### config.mk
export PLATFORM = sky130hd
export DESIGN_NAME = c2s_stage
export DESIGN_NICKNAME = d
export VERILOG_FILES = /design/src/rtl/core/c2s_pkg.sv /design/src/rtl/core/c2s_stage.sv
export SDC_FILE = /design/constraint.sdc
export NUM_CORES = 1
export LEC_CHECK = 0
export BUFFER_PORTS_ARGS = -buffer_cell sky130_fd_sc_hd__buf_2
export CORE_AREA = 2 2 306 308
export DETAILED_ROUTE_END_ITERATION = 12
export DIE_AREA = 0 0 308 310
export GPL_TIMING_DRIVEN = 0
export MAX_ROUTING_LAYER = met4
export PLACE_DENSITY_LB_ADDON = 0.1
export SYNTH_ARGS = -nofsm -noshare
export SYNTH_HDL_FRONTEND = slang
export SYNTH_SLANG_ARGS = --single-unit
### constraint.sdc
create_clock -name clk -period 0.8 [get_ports clk]
set_input_delay 0.16 -clock clk [delete_from_list [all_inputs] [get_ports clk]]
set_output_delay 0.16 -clock clk [all_outputs]
set_load 0.1 [all_outputs]
### src/rtl/core/c2s_pkg.sv
// ----------------------------------------------------------------------------
// c2s_pkg
// Types, constants and the arctangent step table for the cartesian to
// spherical conversion core.
// ----------------------------------------------------------------------------
package c2s_pkg;

	localparam int COORD_W       = 32;
	localparam int ANGLE_W       = 32;
	localparam int RADIUS_W      = 32;
	localparam int VEC_W         = 64;
	localparam int GUARD_BITS    = 24;
	localparam int ROOT_STEPS    = 32;
	localparam int ANGLE_ENTRIES = 31;

	localparam logic signed [31:0] GAIN_Q30 = 32'sd1768195363;

	localparam logic [ANGLE_W-1:0] ANGLE_ZERO        = 32'h0000_0000;
	localparam logic [ANGLE_W-1:0] ANGLE_PI          = 32'h8000_0000;
	localparam logic [ANGLE_W-1:0] ANGLE_HALF_PI     = 32'h4000_0000;
	localparam logic [ANGLE_W-1:0] ANGLE_NEG_HALF_PI = 32'hC000_0000;

	localparam logic [ANGLE_W-1:0] ATAN_TABLE [ANGLE_ENTRIES] = '{
		32'd536870912, 32'd316933406, 32'd167458907, 32'd85004756, 32'd42667331,
		32'd21354465,  32'd10679838,  32'd5340245,   32'd2670163,  32'd1335087,
		32'd667544,    32'd333772,    32'd166886,    32'd83443,    32'd41722,
		32'd20861,     32'd10430,     32'd5215,      32'd2608,     32'd1304,
		32'd652,       32'd326,       32'd163,       32'd81,       32'd41,
		32'd20,        32'd10,        32'd5,         32'd3,        32'd1,
		32'd1
	};

	typedef struct packed {
		logic x_neg;
		logic x_zero;
		logic y_zero;
		logic y_pos;
		logic z_pos;
		logic z_neg;
	} c2s_flags_t;

	typedef struct packed {
		logic signed [VEC_W-1:0] cx;
		logic signed [VEC_W-1:0] cy;
		logic signed [VEC_W-1:0] lz;
		logic [ANGLE_W-1:0]      lon_acc;
		logic [ANGLE_W-1:0]      lat_acc;
		logic [VEC_W-1:0]        rem;
		logic [VEC_W-1:0]        root;
		c2s_flags_t              flags;
	} c2s_work_t;

	typedef struct packed {
		logic signed [ANGLE_W-1:0] longitude;
		logic signed [ANGLE_W-1:0] latitude;
		logic [RADIUS_W-1:0]       radius;
	} c2s_result_t;

	function automatic logic [ANGLE_W-1:0] atan_angle(input int idx);
		logic [ANGLE_W-1:0] step;
		step = ANGLE_ZERO;
		if (idx >= 0 && idx < ANGLE_ENTRIES) begin
			step = ATAN_TABLE[idx[4:0]];
		end
		return step;
	endfunction

endpackage

### src/rtl/core/c2s_stage.sv
// ----------------------------------------------------------------------------
// c2s_stage
// One pipeline stage: a CORDIC vectoring step (longitude for the first half
// of the chain, latitude for the second) and, below ROOT_STEPS, a root digit.
// ----------------------------------------------------------------------------
module c2s_stage
	import c2s_pkg::*;
#(
	parameter int STAGE_IDX     = 0,
	parameter int CORDIC_STAGES = 32
)
(
	input  logic      clk,
	input  logic      arst_n,
	input  logic      en,
	input  c2s_work_t prev_work,
	input  logic      prev_valid,
	output c2s_work_t work_sn,
	output logic      valid_sn
);

	localparam int                 ITER = (STAGE_IDX < CORDIC_STAGES) ?
		STAGE_IDX : STAGE_IDX - CORDIC_STAGES;
	localparam logic [ANGLE_W-1:0] STEP = atan_angle(ITER);

	c2s_work_t               cordic_d;
	c2s_work_t               next_d;
	logic signed [VEC_W-1:0] x_in;
	logic signed [VEC_W-1:0] y_in;
	logic signed [VEC_W-1:0] dx;
	logic signed [VEC_W-1:0] dy;

	assign x_in = prev_work.cx;
	assign y_in = (STAGE_IDX < CORDIC_STAGES) ? prev_work.cy : prev_work.lz;
	assign dx   = y_in >>> ITER;
	assign dy   = x_in >>> ITER;

	generate
		if (STAGE_IDX < CORDIC_STAGES) begin : g_lon
			always_comb begin
				cordic_d = prev_work;
				if (!y_in[VEC_W-1]) begin
					cordic_d.cx      = x_in + dx;
					cordic_d.cy      = y_in - dy;
					cordic_d.lon_acc = prev_work.lon_acc + STEP;
				end else begin
					cordic_d.cx      = x_in - dx;
					cordic_d.cy      = y_in + dy;
					cordic_d.lon_acc = prev_work.lon_acc - STEP;
				end
			end
		end else begin : g_lat
			always_comb begin
				cordic_d = prev_work;
				if (!y_in[VEC_W-1]) begin
					cordic_d.cx      = x_in + dx;
					cordic_d.lz      = y_in - dy;
					cordic_d.lat_acc = prev_work.lat_acc + STEP;
				end else begin
					cordic_d.cx      = x_in - dx;
					cordic_d.lz      = y_in + dy;
					cordic_d.lat_acc = prev_work.lat_acc - STEP;
				end
			end
		end

		if (STAGE_IDX < ROOT_STEPS) begin : g_root
			localparam logic [VEC_W-1:0] ROOT_BIT = 64'd1 << (62 - 2 * STAGE_IDX);
			logic [VEC_W-1:0] trial;

			assign trial = prev_work.root + ROOT_BIT;

			always_comb begin
				next_d = cordic_d;
				if (prev_work.rem >= trial) begin
					next_d.rem  = prev_work.rem - trial;
					next_d.root = (prev_work.root >> 1) + ROOT_BIT;
				end else begin
					next_d.root = prev_work.root >> 1;
				end
			end
		end else begin : g_hold
			assign next_d = cordic_d;
		end
	endgenerate

	always_ff @(posedge clk or negedge arst_n) begin
		if (!arst_n) begin
			valid_sn <= 1'b0;
		end else if (en) begin
			valid_sn <= prev_valid;
		end
	end

	always_ff @(posedge clk) begin
		if (en) begin
			work_sn <= next_d;
		end
	end

endmodule

## Yosys cells after proc, flatten, opt, wreduce, memory -nomap -nowiden

Cells that the tools add are included.

| storage, ports and cells | value |
|---|---|
| register bits after elaboration | 391 |
| bits of input ports | 394 |
| output and inout port bits | 391 |
| word-level logic and storage cells | 28 |

| cells by class | value |
|---|---|
| add/sub/neg operators | 8 |
| $lt $le $gt $ge | 1 |
| muxes and demuxes | 4 |

Operators by type and width:

| cell | number |
|---|---|
| $sub A64 B64 Y64 | 3 |
| $mux W128 | 1 |
| $add A63 B63 Y64 const B | 1 |
| $add A64 B63 Y64 const B | 1 |
| $add A64 B64 Y64 | 1 |
| $ge A64 B64 Y1 | 1 |
| $mux W64 | 1 |
| $mux W63 | 1 |
| $add A32 B30 Y32 const B | 1 |
| $mux W32 | 1 |
| $sub A32 B30 Y32 const B | 1 |

## Logic depth before layout (Yosys ltp)

| depth | value |
|---|---|
| depth after elaboration | 3 |
| depth in mapped cells | 14 |
| mapped depth without buffers | 13 |

## Worst setup path after synthesis

Ideal clock, no wire load.

| timing | value |
|---|---|
| kind | input to register |
| start point | in prev_work[264] (netlist name) |
| end point | reg work_sn[316] (netlist name) (data pin) |
| setup time | 268 ps |
| arrival time | 2834 ps |
| slack | -2302 ps |
| stages | 13 |
| buffers on the path | 1 |
| cells stage by stage | inv_1 > ha_1 > buf_6 > nor2b_4 > o2111a_1 > or4_1 > a311oi_2 > o221a_2 > o31ai_2 > a41o_1 > a311o_1 > o21ai_2 > xnor2_1 |

RTL lines:

| item | RTL line | RTL |
|---|---|---|
| start, declared | c2s_stage.sv:16 | `input c2s_work_t prev_work,` |
| end signal, assigned | c2s_stage.sv:97 | `work_sn <= next_d;` |
| end, declared | c2s_stage.sv:18 | `output c2s_work_t work_sn,` |

==> out/summary.log <==
INFO  placement      dpl.hpwl=106,000um
INFO  die            dieHeight=310um
INFO  run            drv_cap=0
INFO  worst_setup_path worst_r2r_path_depth=1
INFO  sta            timing.final.setup_violations=857
INFO  run_status     failed_checks=hold timing, setup timing
INFO  placement      place_ws=-3.23ns
INFO  synth          mappedNetlistArea=28,600um2
INFO  die            die_area=95,500um2
INFO  worst_setup_path critical_path.reg2reg.endpoint=valid_sn$_DFFE_PN0P_
INFO  sta            final.hold.worst_slack=-0.0334ns
INFO  worst_setup_path setup.worst_path.start_class=input pin
INFO  die            num_io_pins=785
INFO  detailed_routing avgViaCountPerCell=5.27
INFO  detailed_routing total_detailed_routing_wirelength=138,000um
INFO  worst_setup_path timing.setup.critical_path_class=in -> reg
INFO  die            initial_utilization=30.9%
INFO  detailed_routing num_vias=30,000
INFO  layout         area_of_the_multi_input_gates=20,400um2
INFO  cts            clk_transition_reported_paths=0.06ns
INFO  layout         final_cell_mix=735 x buf_2, 389 x edfxtp_1, 265 x dlygate4sd3_1
INFO  sta            timing_max_transition_violations_final=0
INFO  hold_path      worst_hold_path.num_cells=1
INFO  pwr            total_power=99,200uW
INFO  sta            worst_slew_pin_slew=1.45ns
INFO  placement      finalWeightedCongestion=0.951
INFO  global_route   grt_max_degree=124
INFO  layout         area_growth_syn_to_layout=64.2%
INFO  detailed_routing routedWlPerCell=24.4um
INFO  worst_setup_path reg2reg_setup_slack=-0.04ns
INFO  layout         post_route_cells_drive_above_1_share=44.3%
INFO  worst_setup_path critical_path_peak_fanout=3
INFO  die            fp.dieW=308um
INFO  worst_setup_path critical_path.endpoint_type=flop
INFO  global_route   antenna_found_initial=36
INFO  layout         most_common_library_cell_in_the_layout_ignoring_fill_and_taps=buf_2
INFO  global_route   first_pass_grt_wire_length=192,000um
INFO  synth          synth_fp_nets=3,759
INFO  cts            cts_root_buffer=clkbuf_16
INFO  synth          synth.distinct_cells=79
INFO  global_route   track_usage=28.0%
INFO  detailed_routing final_antenna_net_count=0
INFO  cts            clock_sinks=390
INFO  detailed_routing dr.pass1.iters=6
INFO  layout         finalNetCount=5,082
INFO  global_route   grt_pass1_vias=28,900
INFO  layout         final.fill_count=8,643
INFO  synth          number_of_synthesized_flops_with_an_enable_pin=389
INFO  layout         seq_area=11,700um2
INFO  cts            ctsHtreeMaxLevel=2
INFO  sta            final_report_hold_violation_count=48
INFO  synth          synth_async_sr_flop_share=0.256%
INFO  cts            clock_latency=0.63ns
INFO  worst_setup_path cp.required=1.17ns
INFO  synth          avgSynthCellArea=9.25um2
INFO  cts            cts-buffers-inserted=49
INFO  global_route   grt_overflow_total=0
INFO  detailed_routing drc=0
INFO  sta            finalCritPeriodShare=352%
INFO  synth          synth-main-ff-cell=edfxtp_1
INFO  hold_path      hp-class=in -> reg
INFO  placement      place.port_buffers=784
INFO  sta            post-route-worst-setup-slack=-2.01ns
INFO  worst_setup_path reg2reg_from=valid_sn$_DFFE_PN0P_
INFO  worst_setup_path worst-endpoint-arrival=3.19ns
INFO  synth          synth.ff_latch_count=390
INFO  sta            grt_setup_unrepaired=yes
INFO  pwr            cellPowerDensity=2110nW/um2
INFO  hold_path      hold_path_end=work_sn[269]$_DFFE_PP_
INFO  sta            slew-limit-headroom=3.13%
INFO  synth          netlist_instances=3,089
INFO  pwr            power.static_leakage=0.0196uW
INFO  pwr            maximum_resistive_drop_on_vdd=1.64mV
INFO  die            row_count=112
INFO  die            core=92,500um2
INFO  sta            fmax=355MHz
INFO  detailed_routing detailedRoute.firstIterationViolations=2,255
INFO  cts            cts.path.max_buffers=3
INFO  synth          synth_seq_area_share=41.0%
INFO  hold_path      timing.hold.worst.start=en
INFO  cts            tritoncts_clock_tree=yes
INFO  synth          synth_warnings=0
INFO  run_status     outcome=finished, violations left
INFO  sta            fin_skew=0ns
INFO  sta            period_needed=2.81ns
[state kept, by name (all words and copies together) (netlist names)]
register / count
work_sn: 389
valid_sn: 1
[logic make-up after synthesis]
family	Yosys count	share of synthesized area, %
multiplexers	40	1.42
buffers and inverters	419	5.62
AO/OA/AOI/OAI	999	21.4
flip-flops	390	41.0
XOR/XNOR	186	5.70
adder cells (fa/ha/maj)	276	12.2
AND/OR/NAND/NOR	779	12.7
[per-layer routing]
metal | routed length, um | global-route usage [%] | vias to the layer above
li1 | - | - | 13900
met1 | 57000 | 34.0 | 14700
met2 | 66200 | 45.3 | 1067
met3 | 9300 | 5.78 | 253
met4 | 5860 | 11.2 | 0
met5 | 0 | - | -
[cells in the mapped netlist, drive strengths merged, types with 7 or more instances]
library cell,number,area [um2]
nor2b,28,183
or3,17,106
a21boi,11,82.6
ha,271,3390
nor2,245,920
o21bai,70,526
a211oi,42,315
o21a,17,128
nor4,31,194
o31a,8,70.1
o22ai,9,56.3
buf,37,171
and3,19,119
mux2i,35,350
nand3,34,170
a31oi,31,194
nor3,45,225
edfxtp,389,11700
or2,12,75.1
nand4,54,338
xor2,39,342
nand2b,20,125
o211ai,23,173
a221oi,11,96.3
inv,285,1070
nor3b,7,52.6
o31ai,32,245
nand2,236,886
o21ai,241,1210
o221ai,10,87.6
o311ai,7,61.3
xnor2,147,1290
and2,11,68.8
a21oi,362,1820
clkbuf,92,345
a21o,68,510
[where the power goes]
group | leakage [uW] | switching [uW] | internal [uW]
Sequential | 0.00382 | 846 | 25800
Clock | 0.000807 | 9710 | 13400
Combinational | 0.0150 | 35500 | 13900
[layout make-up]
class / count / area share (%)
antenna: 29 / 0.155
buffer: 107 / 2.26
clock buffer: 58 / 2.79
clock inverter: 33 / 0.744
inverter: 290 / 2.70
multi-input combinational: 2280 / 43.5
sequential: 390 / 25.0
tap: 1197 / 3.19
timing repair buffer: 1294 / 19.7
[metrics by stage]
stage | TNS [ns] | instance area (um2) | util, % | instances
2_1_floorplan | -396.46 | 30700 | - | 3089
5_1_grt | -700.66 | 46900 | 50.7 | 5677
6_report | -657.13 | 46900 | 50.7 | 5678
3_3_place_gp | -3091.28 | 36100 | 39.0 | 5070
3_5_place_dp | -830.48 | 36200 | 39.1 | 5074
4_1_cts | -680.47 | 43600 | 47.1 | 5541
[how the worst max path moves through the flow]
stage                                        end           start  cells past startpoint
after detailed placement  work_sn[389]$_DFFE_PP_  prev_work[270]                     14
after global placement      valid_sn$_DFFE_PN0P_              en                      2
after global routing      work_sn[320]$_DFFE_PP_  prev_work[262]                     17
after floorplan           work_sn[316]$_DFFE_PP_  prev_work[328]                     12
final                     work_sn[320]$_DFFE_PP_  prev_work[262]                     17
after CTS                 work_sn[316]$_DFFE_PP_  prev_work[262]                     14
[worst max-delay path, stage by stage]
cell and delay, ns:
buf_12 0.11, buf_8 0.11, ha_4 0.16, fa_2 0.42, nand2b_4 0.10, a221oi_4 0.08, o211ai_1 0.17, buf_4 0.16
a21boi_2 0.07, buf_4 0.15, o311a_4 0.34, a221oi_4 0.23, buf_12 0.16, o31ai_4 0.10, a21boi_2 0.30, o22ai_2 0.15
xnor2_2 0.21
[timing repair]
item,4_1_cts,5_1_grt
cloned,7,2
endpoints found under the hold margin,313,49
hold buffers,264,1
pin swaps,148,279
endpoints found under the setup margin,816,904
resized for setup,458,654
setup buffers,115,132
No activity file was read; power rests on OpenSTA's default activity.
