<file path="config.mk">
export PLATFORM = sky130hd
export DESIGN_NAME = c2s_post_flat
export DESIGN_NICKNAME = d
export VERILOG_FILES = /design/src/rtl/core/c2s_pkg.sv /design/src/rtl/core/c2s_out_if.sv /design/src/rtl/core/c2s_post.sv /design/src/flat_wrapper.sv
export SDC_FILE = /design/constraint.sdc
export NUM_CORES = 1
export LEC_CHECK = 0
export BUFFER_PORTS_ARGS = -buffer_cell sky130_fd_sc_hd__buf_4
export CORE_AREA = 2 2 193 195
export CTS_CLUSTER_SIZE = 12
export DETAILED_ROUTE_END_ITERATION = 10
export DIE_AREA = 0 0 195 197
export MAX_ROUTING_LAYER = met4
export PLACE_DENSITY = 0.52
export REMOVE_ABC_BUFFERS = 1
export SKIP_LAST_GASP = 1
export SYNTH_ARGS = -nofsm -noshare
export SYNTH_HDL_FRONTEND = slang
export SYNTH_SLANG_ARGS = --single-unit
export TNS_END_PERCENT = 5
</file>
<file path="constraint.sdc">
create_clock -name clk -period 11.6 [get_ports clk]
set_input_delay 0 -clock clk [delete_from_list [all_inputs] [get_ports clk]]
set_output_delay 0 -clock clk [all_outputs]
set_load 0.02 [all_outputs]
</file>
<file path="src/rtl/core/c2s_pkg.sv">
// ----------------------------------------------------------------------------
// c2s_pkg
// Types, constants and the arctangent step table for the cartesian to
// spherical conversion core.
// ----------------------------------------------------------------------------
package c2s_pkg;

	localparam int COORD_W       = 32;
	localparam int ANGLE_W       = 32;
	localparam int RADIUS_W      = 32;
	localparam int VEC_W         = 64;
	localparam int GUARD_BITS    = 24;
	localparam int ROOT_STEPS    = 32;
	localparam int ANGLE_ENTRIES = 31;

	localparam logic signed [31:0] GAIN_Q30 = 32'sd1768195363;

	localparam logic [ANGLE_W-1:0] ANGLE_ZERO        = 32'h0000_0000;
	localparam logic [ANGLE_W-1:0] ANGLE_PI          = 32'h8000_0000;
	localparam logic [ANGLE_W-1:0] ANGLE_HALF_PI     = 32'h4000_0000;
	localparam logic [ANGLE_W-1:0] ANGLE_NEG_HALF_PI = 32'hC000_0000;

	localparam logic [ANGLE_W-1:0] ATAN_TABLE [ANGLE_ENTRIES] = '{
		32'd536870912, 32'd316933406, 32'd167458907, 32'd85004756, 32'd42667331,
		32'd21354465,  32'd10679838,  32'd5340245,   32'd2670163,  32'd1335087,
		32'd667544,    32'd333772,    32'd166886,    32'd83443,    32'd41722,
		32'd20861,     32'd10430,     32'd5215,      32'd2608,     32'd1304,
		32'd652,       32'd326,       32'd163,       32'd81,       32'd41,
		32'd20,        32'd10,        32'd5,         32'd3,        32'd1,
		32'd1
	};

	typedef struct packed {
		logic x_neg;
		logic x_zero;
		logic y_zero;
		logic y_pos;
		logic z_pos;
		logic z_neg;
	} c2s_flags_t;

	typedef struct packed {
		logic signed [VEC_W-1:0] cx;
		logic signed [VEC_W-1:0] cy;
		logic signed [VEC_W-1:0] lz;
		logic [ANGLE_W-1:0]      lon_acc;
		logic [ANGLE_W-1:0]      lat_acc;
		logic [VEC_W-1:0]        rem;
		logic [VEC_W-1:0]        root;
		c2s_flags_t              flags;
	} c2s_work_t;

	typedef struct packed {
		logic signed [ANGLE_W-1:0] longitude;
		logic signed [ANGLE_W-1:0] latitude;
		logic [RADIUS_W-1:0]       radius;
	} c2s_result_t;

	function automatic logic [ANGLE_W-1:0] atan_angle(input int idx);
		logic [ANGLE_W-1:0] step;
		step = ANGLE_ZERO;
		if (idx >= 0 && idx < ANGLE_ENTRIES) begin
			step = ATAN_TABLE[idx[4:0]];
		end
		return step;
	endfunction

endpackage

</file>
<file path="src/rtl/core/c2s_out_if.sv">
// ----------------------------------------------------------------------------
// c2s_out_if
// Output channel: longitude, latitude and radius per word.
// ----------------------------------------------------------------------------
interface c2s_out_if
	import c2s_pkg::*;
();
	logic                      valid;
	logic                      ready;
	logic signed [ANGLE_W-1:0] longitude;
	logic signed [ANGLE_W-1:0] latitude;
	logic [RADIUS_W-1:0]       radius;

	modport source (output valid, output longitude, output latitude, output radius,
		input ready);
	modport sink (input valid, input longitude, input latitude, input radius,
		output ready);
endinterface

</file>
<file path="src/rtl/core/c2s_post.sv">
// ----------------------------------------------------------------------------
// c2s_post
// Back end: axis and origin cases, latitude clamp, radius rounding, then an
// output register with a skid slot that takes one more word while a word
// waits, before the pipeline stalls.
// ----------------------------------------------------------------------------
module c2s_post
	import c2s_pkg::*;
(
	input  logic      clk,
	input  logic      arst_n,
	input  c2s_work_t fin_work,
	input  logic      fin_valid,
	output logic      en,
	c2s_out_if.source out_ch
);

	c2s_result_t               res;
	c2s_flags_t                fl;
	logic signed [ANGLE_W-1:0] lat_raw;
	logic [RADIUS_W:0]         rad_full;

	c2s_result_t               out_q;
	c2s_result_t               skid_q;
	logic                      out_valid_q;
	logic                      skid_valid_q;

	assign fl      = fin_work.flags;
	assign lat_raw = fin_work.lat_acc;
	assign rad_full = {1'b0, fin_work.root[RADIUS_W-1:0]}
		+ (RADIUS_W+1)'(fin_work.rem > fin_work.root);

	always_comb begin
		if (fl.y_zero) begin
			res.longitude = fl.x_neg ? ANGLE_PI : ANGLE_ZERO;
		end else if (fl.x_zero) begin
			res.longitude = fl.y_pos ? ANGLE_HALF_PI : ANGLE_NEG_HALF_PI;
		end else begin
			res.longitude = fin_work.lon_acc;
		end

		if (fl.x_zero && fl.y_zero) begin
			if (fl.z_pos) begin
				res.latitude = ANGLE_HALF_PI;
			end else if (fl.z_neg) begin
				res.latitude = ANGLE_NEG_HALF_PI;
			end else begin
				res.latitude = ANGLE_ZERO;
			end
		end else if (!fl.z_pos && !fl.z_neg) begin
			res.latitude = ANGLE_ZERO;
		end else if (lat_raw > $signed(ANGLE_HALF_PI)) begin
			res.latitude = ANGLE_HALF_PI;
		end else if (lat_raw < $signed(ANGLE_NEG_HALF_PI)) begin
			res.latitude = ANGLE_NEG_HALF_PI;
		end else begin
			res.latitude = lat_raw;
		end

		res.radius = rad_full[RADIUS_W] ? '1 : rad_full[RADIUS_W-1:0];
	end

	assign en = !skid_valid_q;

	// hold the word in the skid slot while the output is stalled
	always_ff @(posedge clk or negedge arst_n) begin
		if (!arst_n) begin
			out_valid_q  <= 1'b0;
			skid_valid_q <= 1'b0;
		end else if (skid_valid_q) begin
			if (out_ch.ready) begin
				skid_valid_q <= 1'b0;
			end
		end else if (fin_valid) begin
			if (!out_valid_q || out_ch.ready) begin
				out_valid_q <= 1'b1;
			end else begin
				skid_valid_q <= 1'b1;
			end
		end else if (out_ch.ready) begin
			out_valid_q <= 1'b0;
		end
	end

	always_ff @(posedge clk) begin
		if (skid_valid_q) begin
			if (out_ch.ready) begin
				out_q <= skid_q;
			end
		end else if (fin_valid) begin
			if (!out_valid_q || out_ch.ready) begin
				out_q <= res;
			end else begin
				skid_q <= res;
			end
		end
	end

	assign out_ch.valid     = out_valid_q;
	assign out_ch.longitude = out_q.longitude;
	assign out_ch.latitude  = out_q.latitude;
	assign out_ch.radius    = out_q.radius;

endmodule
</file>
<file path="src/flat_wrapper.sv">
// flat-port wrapper written by rule: the top's interface ports become plain ports
module c2s_post_flat import c2s_pkg::*;
  (clk, arst_n, fin_work, fin_valid, en, out_ch_valid, out_ch_longitude, out_ch_latitude, out_ch_radius, out_ch_ready);
  c2s_out_if out_ch_i ();
  input  logic clk;
  input  logic arst_n;
  input  c2s_work_t fin_work;
  input  logic fin_valid;
  output logic en;
  output wire logic [$bits(out_ch_i.valid)-1:0] out_ch_valid;
  output wire logic [$bits(out_ch_i.longitude)-1:0] out_ch_longitude;
  output wire logic [$bits(out_ch_i.latitude)-1:0] out_ch_latitude;
  output wire logic [$bits(out_ch_i.radius)-1:0] out_ch_radius;
  input wire logic [$bits(out_ch_i.ready)-1:0] out_ch_ready;
  assign out_ch_valid = out_ch_i.valid;
  assign out_ch_longitude = out_ch_i.longitude;
  assign out_ch_latitude = out_ch_i.latitude;
  assign out_ch_radius = out_ch_i.radius;
  assign out_ch_i.ready = out_ch_ready;
  c2s_post u_core (.clk(clk), .arst_n(arst_n), .fin_work(fin_work), .fin_valid(fin_valid), .en(en), .out_ch(out_ch_i));
endmodule
</file>
Word level (Yosys, flattened, before mapping)

Index checks and enable logic that the tools add are counted.

Bits in registers: 194
Input bits: 394
Output and inout bits: 98
Logic and storage cells: 51

$add $sub $neg: 1
Magnitude comparators: 3
Equal/unequal tests: 2
Multiplexer cells: 22
Bitwise operators: 2
Reductions and logical operators: 13

Operators with widths:

| kind                                                         | count |
|---|---|
| two-way mux 96 bit                                           | 4 |
| two-way mux 32 bit                                           | 11 |
| greater-than comparator 64 bit                               | 1 |
| adder 32 x 1 -> 33 bit                                       | 1 |
| greater-than comparator 32 bit, second input constant        | 1 |
| less-than comparator 32 x 31 -> 1 bit, second input constant | 1 |
| AND reduction 3 bit                                          | 3 |
| two-way mux 1 bit                                            | 7 |
| nonzero test 2 bit                                           | 3 |
| logical NOT 1 bit                                            | 4 |
| logical AND 1 bit                                            | 2 |
| inequality test 2 x 1 -> 1 bit, second input constant        | 1 |
| inequality test 2 bit, second input constant                 | 1 |
| NOT 1 bit                                                    | 2 |
| logical OR 1 bit                                             | 1 |

Depth between registers and ports, before layout

Word-level depth: 8
Gate-level depth with buffers: 18
Depth with buffers taken out: 16

Worst setup path after synthesis

No wires, ideal clock.

Path type: register -> register
Start point: register u_core.skid_valid_q
End point: register u_core.skid_valid_q
Library setup time: 0.135 ns
Arrival time: 10.512 ns
Required time: 11.465 ns
Path slack: 0.953 ns
Stages on the path, launching flop included: 4
Period minus slack after synthesis: 10.647 ns
Cells stage by stage: dfrtp_1 -> clkbuf_1 -> nor4bb_1 -> o21bai_1

Cells in the longest elaborated chain, start to end: 1

RTL lines:

| what                     | line           | RTL |
|---|---|---|
| start: declaration       | c2s_post.sv:26 | `logic skid_valid_q;` |
| start signal: assignment | c2s_post.sv:69 | `skid_valid_q <= 1'b0;` |
| start signal: assignment | c2s_post.sv:72 | `skid_valid_q <= 1'b0;` |
| start signal: assignment | c2s_post.sv:78 | `skid_valid_q <= 1'b1;` |
| two-way mux 1 bit        | c2s_post.sv:70 | `end else if (skid_valid_q) begin` |

No other way between the ends.
A chain may end at the register's enable or synchronous reset.

==> metrics list <==
- Slew headroom: 32.93%
* Number of distinct library cells after synthesis: 49
* Cells after DPL: 1,514
* Root Buffer Master: sky130_fd_sc_hd__clkbuf_16
- In the final routed layout, each cell accounts on average for 17.42 µm.
- In this run the standard cell core region covers 0.03626 mm².
* Highest routing layer actually used: met4
- Unrepaired setup endpoints after global routing: false
* Die W: 195 µm
- The floorplan step defined a die boundary enclosing 0.03842 mm².
* Netlist Area Pre-Place: 0.009952 mm²
- The cell that appears most often on the critical path is sky130_fd_sc_hd__ha_1.
- In the final routing, the length of wire on met1 measures 12.83 mm.
- STA classifies the critical path startpoint as a primary input.
- Port buffering added 299 buffers.
* Number of standard cells after synthesis: 761
- The repair_antennas step left the layout with diodes totalling 0.
* Placed inst area: 0.01277 mm²
- For the worst setup path, the data required time is 11.91 ns.
- Across the routed clock network, the largest skew measured is 0.009520 ns.
* Final total power: 0.001942 W
- Maximum number of pins on one net before global-route repair: 65
- After clock tree synthesis, the clock-pin slew on the worst setup and hold paths is 0.08 ns.
- The clock drives 194 sinks.
* Detailed-routed wire length on met3: 2.387 mm
- Leakage Power: 6.076 nW
* Max-slew violations: 0
- Area added between synthesis and finish: 43.66%
- Together, buffers and inverters on the worst path number 4.
- Final net count: 1,617
- In this design, the stage delay of the slowest critical-path cell is 0.73 ns.
- In this run the vertical extent of the chip is 197 µm.
- Total count of hold-check failures in the final report: 0
* Via count of the first global-routing pass: 7,352
* I/O pin count: 492
- The tool flagged a number of max-cap violations equal to 0.
- Post-CTS setup-driven buffer insertion count: 0
- Final worst path period share: 40.28%
* Actual slew at the worst max-slew pin: 1.005 ns
- First-pass GRT wire length: 42.55 mm
* Post-route minimum period: 4.672 ns
* Number of nets still failing antenna checks after routing: 0
- Timing would allow up to 214.0 MHz.
- Number of design rule violations left after detail routing: 0
- Total gr overflow: 0
- Each instance of the synthesized netlist takes up on average 13.08 µm².
- Chain of cells forming the critical path: dlygate4sd3_1, buf_4, inv_1, ha_1, nand4_1, nor4_1, o21ai_0, nand3_1, a22oi_1, a21oi_1, ha_1, ha_1, nand3_1, nor4_4, nand3_2, or2_1, buf_4, o21ai_0, mux2_2
- Length of routed met2 wiring: 13.08 mm
* Maximum ir drop on the vdd rail: 0.06909 mV
- Part of the Yosys area used for sequential elements: 58.44%
- STA classifies the critical path endpoint as a register.
- The clock tree synthesis step divided the H-tree into 4 levels.
* Worst-path cell with the longest stage delay: sky130_fd_sc_hd__nor4_1
- Areal power density over the cells: 135.8 mW/mm²
* Hold crit path type: primary input to register
- The congestion estimate from routability-driven global placement came to 0.7997.
- Critical path data arrival time: 4.99 ns
- Post-Route WL: 28.52 mm
- After floorplanning, the core was divided into 70 placement rows.
* DR vias/cell: 4.484
* Worst-skew pair later-pin latency: 0.44 ns
- Post-Layout Cell Count: 1,637
- In the final timing run, aggregate negative setup slack is 0 ns.
- Proportion of register bits with asynchronous set or reset after synthesis: 1.031%
- Initial core utilization: 27.45%
- Clock tree synthesis inserted a total of 17 buffers.
- Detailed placement ended at an HPWL of 20.93 mm.
* Fraction of final layout cells with drive strength greater than 1: 37.90%
- TritonCTS built the clock tree.
* Initial detailed-routing violation count: 323
* Maximum buffer depth of the clock tree: 2
* Most instantiated flip-flop cell in the synthesis netlist: sky130_fd_sc_hd__edfxtp_1
- Post-layout instance area: 0.01430 mm²
* Family of cells with the greatest summed delay on the critical path: simple AND/OR/NAND/NOR gates
- The flow ran to the end, and the final reports show no timing, DRC or antenna violations.
- Maximum fanout along the worst path: 23
- In the global route stage, overall resource usage came out at 15.05%.
- Via count: 7,341
* Type of the worst setup path: primary input to register
- The number of antenna violations at the first check in global routing is 0.
* Length of the first detailed-routing pass in iterations: 4
- During synthesis, Yosys emitted a total of 0 warnings.
* Share of the core filled with cells: 39.43%
- Flops & latches, synth: 194
- In this run, synthesis inferred 192 flip-flops with an integrated enable.
* Final setup violation count: 0
-- stage by stage --
step | hold WS, ns | setup WS, ns
6_report | 0.03265 | 6.928
5_1_grt | 0.03075 | 6.612
4_1_cts | 0.005977 | 6.845
3_5_place_dp | -0.2125 | 6.938
3_3_place_gp | -0.2158 | 6.970
2_1_floorplan | -0.2956 | 1.037
-- cells in the mapped netlist, types with 4 or more instances --
master,count,area share [%]
sky130_fd_sc_hd__nand3_1,13,0.65
sky130_fd_sc_hd__mux2_2,91,10
sky130_fd_sc_hd__nor2_1,24,0.91
sky130_fd_sc_hd__nor3_1,6,0.30
sky130_fd_sc_hd__edfxtp_1,192,58
sky130_fd_sc_hd__a21o_1,4,0.30
sky130_fd_sc_hd__inv_1,68,2.6
sky130_fd_sc_hd__nor4_1,12,0.75
sky130_fd_sc_hd__ha_1,67,8.4
sky130_fd_sc_hd__o21ai_0,15,0.75
sky130_fd_sc_hd__a21oi_1,32,1.6
sky130_fd_sc_hd__and2_1,61,3.8
sky130_fd_sc_hd__nand2_1,61,2.3
sky130_fd_sc_hd__xnor2_1,20,1.8
sky130_fd_sc_hd__and3_1,6,0.38
sky130_fd_sc_hd__and4_1,4,0.35
sky130_fd_sc_hd__clkbuf_1,17,0.64
sky130_fd_sc_hd__nand4_1,17,1.1
-- worst reg2reg max path, cell delays in order, from the launching register on --
cell                      delay, ns
sky130_fd_sc_hd__dfrtp_1       0.61
sky130_fd_sc_hd__inv_4         0.60
sky130_fd_sc_hd__buf_4         0.73
sky130_fd_sc_hd__mux2_2        0.46
-- sequential cells by signal, indices dropped and copies added (netlist names) --
signal	count
u_core.skid_q	96
u_core.out_ch.radius	32
u_core.out_ch.latitude	32
u_core.skid_valid_q	1
u_core.out_ch.longitude	32
u_core.out_ch.valid	1
-- cell families (layout without fill, tap and decap cells) --
logic type                 Yosys count  count (layout)  synth area share, %
adders and majority gates           67              67                8.423
muxes                               93              93                10.50
xor gates and xnor gates            20              20                1.760
AOI/OAI and AO/OA                   76              76                4.690
DFF                                194             194                58.44
and+or+nand+nor                    222             222                12.61
buffers and inverters               89             497                3.583
-- layer usage --
layer  GRT usage (%)  vias up
met2           23.81      284
met3           4.877       17
li1                -     3581
met4           3.364        0
met1           18.82     3459
met5               -        -
-- path summary, 6_finish.rpt --
check | startpoint | end | slack (ns) | cells past startpoint
min in group asynchronous | arst_n | u_core.out_ch.valid | 0.49 | 3
worst max-delay path | fin_work[32] | u_core.out_ch.radius[2] | 6.93 | 19
max in group asynchronous | arst_n | u_core.skid_valid_q | 10.98 | 3
worst min-delay path | fin_work[10] | u_core.skid_q[4] | 0.03 | 4
worst min register to register | u_core.skid_q[24] | u_core.out_ch.radius[24] | 0.52 | 2
worst max register to register | u_core.skid_valid_q | u_core.out_ch.radius[28] | 8.96 | 3
-- area by class of cell --
| type | instances | area, µm² |
|---|---|---|
| tap | 468 | 585.6 |
| sequential | 194 | 5816 |
| fill | 3529 | 21960 |
| inverter | 69 | 261.5 |
| clock buffer | 18 | 429.2 |
| timing repair buffer | 396 | 3201 |
| clock inverter | 14 | 190.2 |
| multi-input combinational | 478 | 3815 |
-- power by group --
group	internal [W]	switching, W	leakage (nW)
Combinational	0.000203	0.000229	3.91
Clock	0.000331	0.000295	0.303
Sequential	0.000862	0.0000221	1.86
-- what timing repair did --
action	CTS	global route
hold buffers	91	0
endpoints found under the hold margin	126	0
resized for setup	0	0
-- cells in the final DEF (no fill, tap or decap), drive strengths merged, types with 5 or more instances in the layout --
cell type	instances
and3	6
edfxtp	192
nand4	20
dlygate4sd3	91
clkbuf	18
nor2	24
nor3	6
ha	67
xnor2	20
a21oi	32
and2	61
nor4	15
nand3	14
o21ai	15
buf	305
clkinv	5
mux2	91
inv	76
nand2	64
Power figures use the tool's default switching activity.
